==> src/rtl/setap_pkg.sv <==
// ----------------------------------------------------------------------------
// setap_pkg
// Types, codes and helper functions for the SETAP command line parser.
// ----------------------------------------------------------------------------
package setap_pkg;

    // Parser phases along one line.
    typedef enum logic [3:0] {
        PH_VERB  = 4'd0,
        PH_SEP   = 4'd1,
        PH_GAP1  = 4'd2,
        PH_SSID  = 4'd3,
        PH_GAP2  = 4'd4,
        PH_PSK   = 4'd5,
        PH_TRAIL = 4'd6,
        PH_FAIL  = 4'd7
    } phase_t;

    // Role tags carried with each result item.
    localparam logic [1:0] ROLE_OTHER   = 2'd0;
    localparam logic [1:0] ROLE_SSID    = 2'd1;
    localparam logic [1:0] ROLE_PSK     = 2'd2;
    localparam logic [1:0] ROLE_VERDICT = 2'd3;

    // Configuration register indexes.
    typedef enum logic [2:0] {
        CFG_SSID_MIN = 3'd0,
        CFG_SSID_MAX = 3'd1,
        CFG_PSK_MIN  = 3'd2,
        CFG_PSK_MAX  = 3'd3,
        CFG_SSID_CAP = 3'd4,
        CFG_PSK_CAP  = 3'd5
    } cfg_idx_t;

    localparam int CFG_IDX_W  = 3;
    localparam int CFG_DATA_W = 9;

    // Configuration register file contents.
    typedef struct packed {
        logic [7:0] ssid_min_len;
        logic [7:0] ssid_max_len;
        logic [7:0] psk_min_len;
        logic [7:0] psk_max_len;
        logic [8:0] ssid_capacity;
        logic [8:0] psk_capacity;
    } cfg_t;

    localparam cfg_t CFG_RESET = '{
        ssid_min_len:  8'd1,
        ssid_max_len:  8'd32,
        psk_min_len:   8'd8,
        psk_max_len:   8'd63,
        ssid_capacity: 9'd33,
        psk_capacity:  9'd64
    };

    // Per-line control state; the token length travels beside it.
    typedef struct packed {
        phase_t     phase;
        logic [2:0] verb_position;
        logic       line_failed;
        logic       terminated;
    } line_state_t;

    localparam line_state_t LINE_CLEAR = '{
        phase:         PH_VERB,
        verb_position: 3'd0,
        line_failed:   1'b0,
        terminated:    1'b0
    };

    // One result item.
    typedef struct packed {
        logic [7:0] byte_val;
        logic [1:0] role;
        logic       accepted;
        logic       last;
    } result_t;

    localparam int VERB_LEN = 5;

    // Upper-case letters of the verb, by position.
    function automatic logic [7:0] verb_char(input logic [2:0] pos);
        logic [7:0] c;
        unique case (pos)
            3'd0:    c = 8'h53;  // S
            3'd1:    c = 8'h45;  // E
            3'd2:    c = 8'h54;  // T
            3'd3:    c = 8'h41;  // A
            3'd4:    c = 8'h50;  // P
            default: c = 8'h00;
        endcase
        return c;
    endfunction

    // Space or horizontal tab.
    function automatic logic is_blank(input logic [7:0] c);
        return (c == 8'h20) || (c == 8'h09);
    endfunction

    // Fold lower-case ASCII letters onto upper case.
    function automatic logic [7:0] to_upper(input logic [7:0] c);
        return ((c >= 8'h61) && (c <= 8'h7A)) ? (c - 8'h20) : c;
    endfunction

endpackage

==> src/rtl/setap_command_line_parser.sv <==
// ----------------------------------------------------------------------------
// setap_command_line_parser
// A result item is registered and appears in the cycle after its input item is taken.
// Throughput: one item per cycle; the single output register sets the rate,
// and input stalls only while that register holds an item being stalled.
// Reset clears the line state and the output valid and loads the register
// defaults; no clearing pass is needed.
// ----------------------------------------------------------------------------
module setap_command_line_parser
    import setap_pkg::*;
#(
    parameter int MAX_LEN = 255
) (
    input  logic                  clk,
    input  logic                  rst_n,
    // Input channel
    input  logic                  in_valid,
    output logic                  in_stall,
    input  logic [7:0]            char_in,
    input  logic                  line_end,
    // Output channel
    output logic                  out_valid,
    input  logic                  out_stall,
    output logic [7:0]            byte_out,
    output logic [1:0]            role,
    output logic                  accepted,
    output logic                  last,
    // Configuration write channel
    input  logic                  cfg_valid,
    output logic                  cfg_ready,
    input  logic [CFG_IDX_W-1:0]  cfg_index,
    input  logic [CFG_DATA_W-1:0] cfg_data
);

    localparam int LEN_W = $clog2(MAX_LEN + 1);

    line_state_t      st_reg;
    line_state_t      st_next;
    logic [LEN_W-1:0] len_reg;
    logic [LEN_W-1:0] len_next;
    cfg_t             cfg_reg;
    cfg_t             cfg_next;
    result_t          res_reg;
    result_t          res_next;
    logic             out_valid_reg;
    logic             take_in;

    // The input waits only while a stalled result occupies the output register.
    assign in_stall  = out_valid_reg && out_stall;
    assign take_in   = in_valid && !in_stall;
    assign cfg_ready = 1'b1;

    setap_parse_core #(
        .MAX_LEN (MAX_LEN)
    ) u_core (
        .st       (st_reg),
        .len      (len_reg),
        .cfg      (cfg_reg),
        .char_in  (char_in),
        .line_end (line_end),
        .st_next  (st_next),
        .len_next (len_next),
        .res      (res_next)
    );

    // Register writes decode.
    always_comb
    begin
        cfg_next = cfg_reg;
        if (cfg_valid)
        begin
            unique case (cfg_idx_t'(cfg_index))
                CFG_SSID_MIN: cfg_next.ssid_min_len  = cfg_data[7:0];
                CFG_SSID_MAX: cfg_next.ssid_max_len  = cfg_data[7:0];
                CFG_PSK_MIN:  cfg_next.psk_min_len   = cfg_data[7:0];
                CFG_PSK_MAX:  cfg_next.psk_max_len   = cfg_data[7:0];
                CFG_SSID_CAP: cfg_next.ssid_capacity = cfg_data;
                CFG_PSK_CAP:  cfg_next.psk_capacity  = cfg_data;
                default:      cfg_next = cfg_reg;
            endcase
        end
    end

    // Control state, registers and output valid.
    always_ff @(posedge clk or negedge rst_n)
    begin
        if (!rst_n)
        begin
            st_reg        <= LINE_CLEAR;
            len_reg       <= '0;
            cfg_reg       <= CFG_RESET;
            out_valid_reg <= 1'b0;
        end
        else
        begin
            cfg_reg <= cfg_next;
            if (take_in)
            begin
                st_reg        <= st_next;
                len_reg       <= len_next;
                out_valid_reg <= 1'b1;
            end
            else if (!out_stall)
            begin
                out_valid_reg <= 1'b0;
            end
        end
    end

    // Result payload.
    always_ff @(posedge clk)
    begin
        if (take_in)
        begin
            res_reg <= res_next;
        end
    end

    assign out_valid = out_valid_reg;
    assign byte_out  = res_reg.byte_val;
    assign role      = res_reg.role;
    assign accepted  = res_reg.accepted;
    assign last      = res_reg.last;

endmodule

==> src/rtl/setap_parse_core.sv <==
// ----------------------------------------------------------------------------
// setap_parse_core
// Next-state and result logic for one item of the command line parser.
// ----------------------------------------------------------------------------
module setap_parse_core
    import setap_pkg::*;
#(
    parameter int MAX_LEN = 255,
    localparam int LEN_W = $clog2(MAX_LEN + 1)
) (
    input  line_state_t      st,
    input  logic [LEN_W-1:0] len,
    input  cfg_t             cfg,
    input  logic [7:0]       char_in,
    input  logic             line_end,
    output line_state_t      st_next,
    output logic [LEN_W-1:0] len_next,
    output result_t          res
);

    // Common width for length compares against 8-bit and 9-bit registers.
    localparam int CW = (LEN_W > 9) ? LEN_W : 9;

    function automatic logic len_ok(input logic [LEN_W-1:0] l, input logic [7:0] lo,
                                    input logic [7:0] hi, input logic [8:0] cap);
        logic [CW-1:0] lx;
        lx = CW'(l);
        return (l != '0) && (lx >= CW'(lo)) && (lx <= CW'(hi)) && (lx < CW'(cap));
    endfunction

    logic       ssid_ok;
    logic       psk_ok;
    logic       fin_ok;
    logic       at_max;
    logic       do_fail;
    logic       blank;
    logic [7:0] upper;

    assign ssid_ok = len_ok(len, cfg.ssid_min_len, cfg.ssid_max_len, cfg.ssid_capacity);
    assign psk_ok  = len_ok(len, cfg.psk_min_len, cfg.psk_max_len, cfg.psk_capacity);
    assign at_max  = (len >= LEN_W'(MAX_LEN));
    assign blank   = is_blank(char_in);
    assign upper   = to_upper(char_in);

    // A line is good at its end only inside or after the passphrase.
    assign fin_ok = !st.line_failed &&
                    (((st.phase == PH_PSK) && psk_ok) || (st.phase == PH_TRAIL));

    // Phase transitions and role tagging.
    always_comb
    begin
        st_next      = st;
        len_next     = len;
        do_fail      = 1'b0;
        res.byte_val = char_in;
        res.role     = ROLE_OTHER;
        res.accepted = 1'b0;
        res.last     = 1'b0;

        if (line_end)
        begin
            res.byte_val = '0;
            res.role     = ROLE_VERDICT;
            res.accepted = st.terminated ? !st.line_failed : fin_ok;
            res.last     = 1'b1;
            st_next      = LINE_CLEAR;
            len_next     = '0;
        end
        else if (!st.terminated)
        begin
            if (char_in == 8'h00)
            begin
                // The terminator judges the line here.
                do_fail            = !fin_ok;
                st_next.terminated = 1'b1;
            end
            else
            begin
                unique case (st.phase)
                    PH_VERB:
                    begin
                        if (upper != verb_char(st.verb_position))
                        begin
                            do_fail = 1'b1;
                        end
                        else
                        begin
                            st_next.verb_position = st.verb_position + 3'd1;
                            if (st.verb_position == 3'(VERB_LEN - 1))
                            begin
                                st_next.phase = PH_SEP;
                            end
                        end
                    end
                    PH_SEP:
                    begin
                        if (blank)
                        begin
                            st_next.phase = PH_GAP1;
                        end
                        else
                        begin
                            do_fail = 1'b1;
                        end
                    end
                    PH_GAP1:
                    begin
                        if (!blank)
                        begin
                            st_next.phase = PH_SSID;
                            len_next      = LEN_W'(1);
                            res.role      = ROLE_SSID;
                        end
                    end
                    PH_SSID:
                    begin
                        if (blank)
                        begin
                            if (ssid_ok)
                            begin
                                st_next.phase = PH_GAP2;
                                len_next      = '0;
                            end
                            else
                            begin
                                do_fail = 1'b1;
                            end
                        end
                        else if (at_max)
                        begin
                            do_fail = 1'b1;
                        end
                        else
                        begin
                            len_next = len + LEN_W'(1);
                            res.role = ROLE_SSID;
                        end
                    end
                    PH_GAP2:
                    begin
                        if (!blank)
                        begin
                            st_next.phase = PH_PSK;
                            len_next      = LEN_W'(1);
                            res.role      = ROLE_PSK;
                        end
                    end
                    PH_PSK:
                    begin
                        if (blank)
                        begin
                            if (psk_ok)
                            begin
                                st_next.phase = PH_TRAIL;
                            end
                            else
                            begin
                                do_fail = 1'b1;
                            end
                        end
                        else if (at_max)
                        begin
                            do_fail = 1'b1;
                        end
                        else
                        begin
                            len_next = len + LEN_W'(1);
                            res.role = ROLE_PSK;
                        end
                    end
                    PH_TRAIL:
                    begin
                        if (!blank)
                        begin
                            do_fail = 1'b1;
                        end
                    end
                    PH_FAIL:
                    begin
                        // Failed lines only pass bytes through.
                    end
                    default:
                    begin
                        do_fail = 1'b1;
                    end
                endcase
            end

            if (do_fail)
            begin
                st_next.phase       = PH_FAIL;
                st_next.line_failed = 1'b1;
            end
        end
    end

endmodule

==> config.mk <==
export PLATFORM = sky130hd
export DESIGN_NAME = setap_command_line_parser
export DESIGN_NICKNAME = d
export VERILOG_FILES = /design/src/rtl/setap_pkg.sv /design/src/rtl/setap_command_line_parser.sv /design/src/rtl/setap_parse_core.sv
export SDC_FILE = /design/constraint.sdc
export NUM_CORES = 1
export LEC_CHECK = 0
export BUFFER_PORTS_ARGS = -buffer_cell sky130_fd_sc_hd__buf_2
export CORE_MARGIN = 1
export CORE_UTILIZATION = 55
export CTS_CLUSTER_DIAMETER = 40
export DETAILED_ROUTE_END_ITERATION = 8
export GPL_ROUTABILITY_DRIVEN = 0
export HOLD_SLACK_MARGIN = 0.05
export PLACE_DENSITY = 0.82
export SLEW_MARGIN = 20
export SYNTH_ARGS = -nofsm -noshare
export SYNTH_HDL_FRONTEND = slang
export SYNTH_SLANG_ARGS = --single-unit
==> constraint.sdc <==
create_clock -name clk -period 3.2 [get_ports clk]
set_input_delay 0.16 -clock clk [delete_from_list [all_inputs] [get_ports clk]]
set_output_delay 0.16 -clock clk [all_outputs]
set_load 0.1 [all_outputs]
==> reports/results.tsv <==
stage	metric	value	unit
outcome	outcome	complete, but fails checks	
outcome	violations	design-rule violations	
synthesis	synth.distinct_cells	72	
sta	finalSetupViolations	0	
clocking	clk_pin_slew_worst_paths	0.09	ns
worst_setup_path	crit_type	flip-flop to flip-flop	
global_route	grt_overflow	0	
floorplanning	io_pins	41	
drt	drc	6	
sta	period_needed	3.003	ns
placement	dp.cells	665	
worst_setup_path	crit_path_start_kind	flip-flop	
final_layout	finish.instance_area	5622	µm²
worst_setup_path	critPathMaxFanout	7	
floorplanning	design.core.area	8806	µm²
final_layout	postLayoutCoreUtil	63.84	%
pwr	peakVddDrop	0.2974	mV
drt	firstDrtPassIters	7	
clocking	cts_tree	yes	
floorplanning	dieWidth	97.67	µm
sta	fin_skew	0.01349	ns
sta	post-route-period-util	93.85	%
sta	tightest_slew	0.7250	ns
synthesis	synth_edf_count	12	
final_layout	insertedDiodeCount	0	
pwr	power.leakage	2.607	nW
pwr	power_density	613.0	nW/µm²
global_route	grt_first_pass_wirelength	18800	µm
synthesis	synth_area_leaders	dfrtp_1 27%, ha_1 14%, edfxtp_1 7.2%	
global_route	first_global_vias	3929	
final_layout	nFillCells	707	
final_layout	multi_input_area	2715	µm²
drt	ant_nets	0	
synthesis	synth_top_cell_by_area	dfrtp_1	
clocking	clk_latency	0.36	ns
floorplanning	die_area	9538	µm²
sta	finalMaxSlewViolations	0	
floorplanning	num_rows	34	
synthesis	synth_top_area_share	27.34	%
synthesis	ys_ff_latch	79	
drt	num_vias	4091	
synthesis	ys_seq_area_share	40.77	%
drt	wl_per_cell	16.76	µm
final_layout	final-seq-area	2052	µm²
worst_setup_path	worst_ep_arrival_time	3.22	ns
global_route	antenna_found_initial	0	
clocking	cts_made_buffers	9	
clocking	cts.sinks	79	
synthesis	syn_avg_cell_area	9.661	µm²
drt	drt_wl_total	11470	µm
final_layout	fin_nets	652	
pwr	p_total	3.446	mW
synthesis	synth_flop_cell	dfrtp_1	
final_layout	final_common_cell	inv_1	
final_layout	drive_gt1_share	20.49	%
final_layout	final_cells	684	
final_layout	final_cell_mix	58 x inv_1, 55 x ha_1, 55 x dfrtp_1	
clocking	root_buffer	clkbuf_8	
placement	dp_hpwl	8652	µm
synthesis	synthCells	521	
sta	timing.hold.ws	0.06067	ns
sta	tns	0	ns
placement	portBuffers	39	
hold_path	hold_class	primary input to flip-flop	
synthesis	netlist_area	5034	µm²
run	maxCapViolations	0	
synthesis	yosys_warnings	0	
worst_setup_path	cp.required	3.42	ns
clocking	cts_setup_buffers	0	
clocking	cts_buffer_depth	2	
drt	drt-initial-drc-count	305	
global_route	grt_max_degree	30	
sta	clock.fmax	333.0	MHz
final_layout	area_growth	11.68	%
worst_setup_path	cp-end-kind	flip-flop	
synthesis	synth.net_count	602	
synthesis	async_flop_share	84.81	%
drt	viasPerCell	5.981	
placement	dp_slack	0.2270	ns
placement	postPlaceCellArea	5391	µm²
floorplanning	die_height	97.67	µm
sta	rsz0062_at_grt	no	
final_layout	largest_reg_flops	50	
sta	layout_setup_ws	0.1969	ns
clocking	cts.htree.levels	3	
global_route	grt_use_total	24.94	%
floorplanning	start_util	57.16	%
sta	hold_viol_final	0	
sta	slew_headroom	51.66	%
-- synth_stat cells (3+ instances only) --
master,n
and2_1,3
ha_1,55
nand2_1,44
o22a_1,3
o211ai_1,5
a211oi_1,5
dfstp_2,12
a2bb2oi_1,3
a21oi_1,26
nand4b_1,4
and3_1,3
o31ai_1,3
a21o_1,7
nor3_1,8
o21ai_0,49
nor2_1,31
clkbuf_1,7
nand3_1,9
nand4_1,8
inv_1,58
nand2b_1,4
a31oi_1,4
nor4bb_1,4
mux2_2,22
dfrtp_1,55
nor2b_1,10
nor4_1,5
or3_1,3
edfxtp_1,12
-- cell type report --
| class | instances | share of cell area [%] |
|---|---|---|
| Multi-Input combinational cell | 370 | 48.30 |
| Sequential cell | 79 | 36.50 |
| Timing Repair Buffer | 52 | 5.342 |
| Inverter | 59 | 3.939 |
| Tap cell | 108 | 2.404 |
| Clock buffer | 10 | 2.270 |
| Clock inverter | 6 | 1.246 |
-- cell families after synthesis --
| group | count (synthesis) | synth area share (%) |
|---|---|---|
| simple gates | 153 | 16.48 |
| xor+xnor | 3 | 0.5221 |
| buf+inv | 72 | 5.717 |
| mux | 22 | 4.922 |
| fa+ha+maj | 55 | 13.67 |
| flops | 79 | 40.77 |
| other cells | 1 | 0.07450 |
| compound gates | 136 | 17.85 |
-- critical path, cell delays in order (launching register included) --
cell,delay (ns)
dfrtp_1,0.48
inv_1,0.19
ha_1,0.31
nand2b_1,0.10
a211oi_1,0.07
nor3_1,0.20
o221ai_1,0.26
o41ai_1,0.63
nand4b_1,0.29
a31oi_1,0.25
a21oi_1,0.06
-- metal layers --
layer / track usage (%) / vias up / wire [µm]
li1: - / 1990 / -
met1: 34.29 / 1934 / 5205
met2: 39.44 / 138 / 5266
met3: 3.237 / 29 / 638
met4: 11.19 / 0 / 357
met5: 0 / - / 0
-- repair_timing --
action / in CTS / in global routing
gates resized for setup: 0 / 2
hold buffers: 3 / 0
endpoints found under the hold margin: 24 / 0
setup endpoints to repair: 0 / 7
-- final timing paths --
| path | cells past startpoint | slack, ns | end | start |
|---|---|---|---|---|
| max in group asynchronous | 3 | 2.03 | cfg_reg[9]$_DFFE_PN1P_ | rst_n |
| worst max register to register | 10 | 0.20 | st_reg[1]$_DFFE_PN0P_ | len_reg[0]$_DFFE_PN0P_ |
| worst min register to register | 1 | 0.52 | cfg_reg[0]$_DFFE_PN0P_ | cfg_reg[0]$_DFFE_PN0P_ |
| min in group asynchronous | 2 | 0.35 | cfg_reg[7]$_DFFE_PN0P_ | rst_n |
| worst max-delay path | 10 | 0.20 | st_reg[1]$_DFFE_PN0P_ | len_reg[0]$_DFFE_PN0P_ |
| worst min-delay path | 3 | 0.06 | cfg_reg[29]$_DFFE_PN1P_ | cfg_data[3] |
-- report_power, final --
part	total (mW)	internal, mW	leakage [nW]	switching, mW
registers	1.41	1.24	0.926	0.169
logic	1.28	0.520	1.58	0.758
clock network	0.762	0.365	0.0970	0.397
No activity file was read; power rests on OpenSTA's default activity.
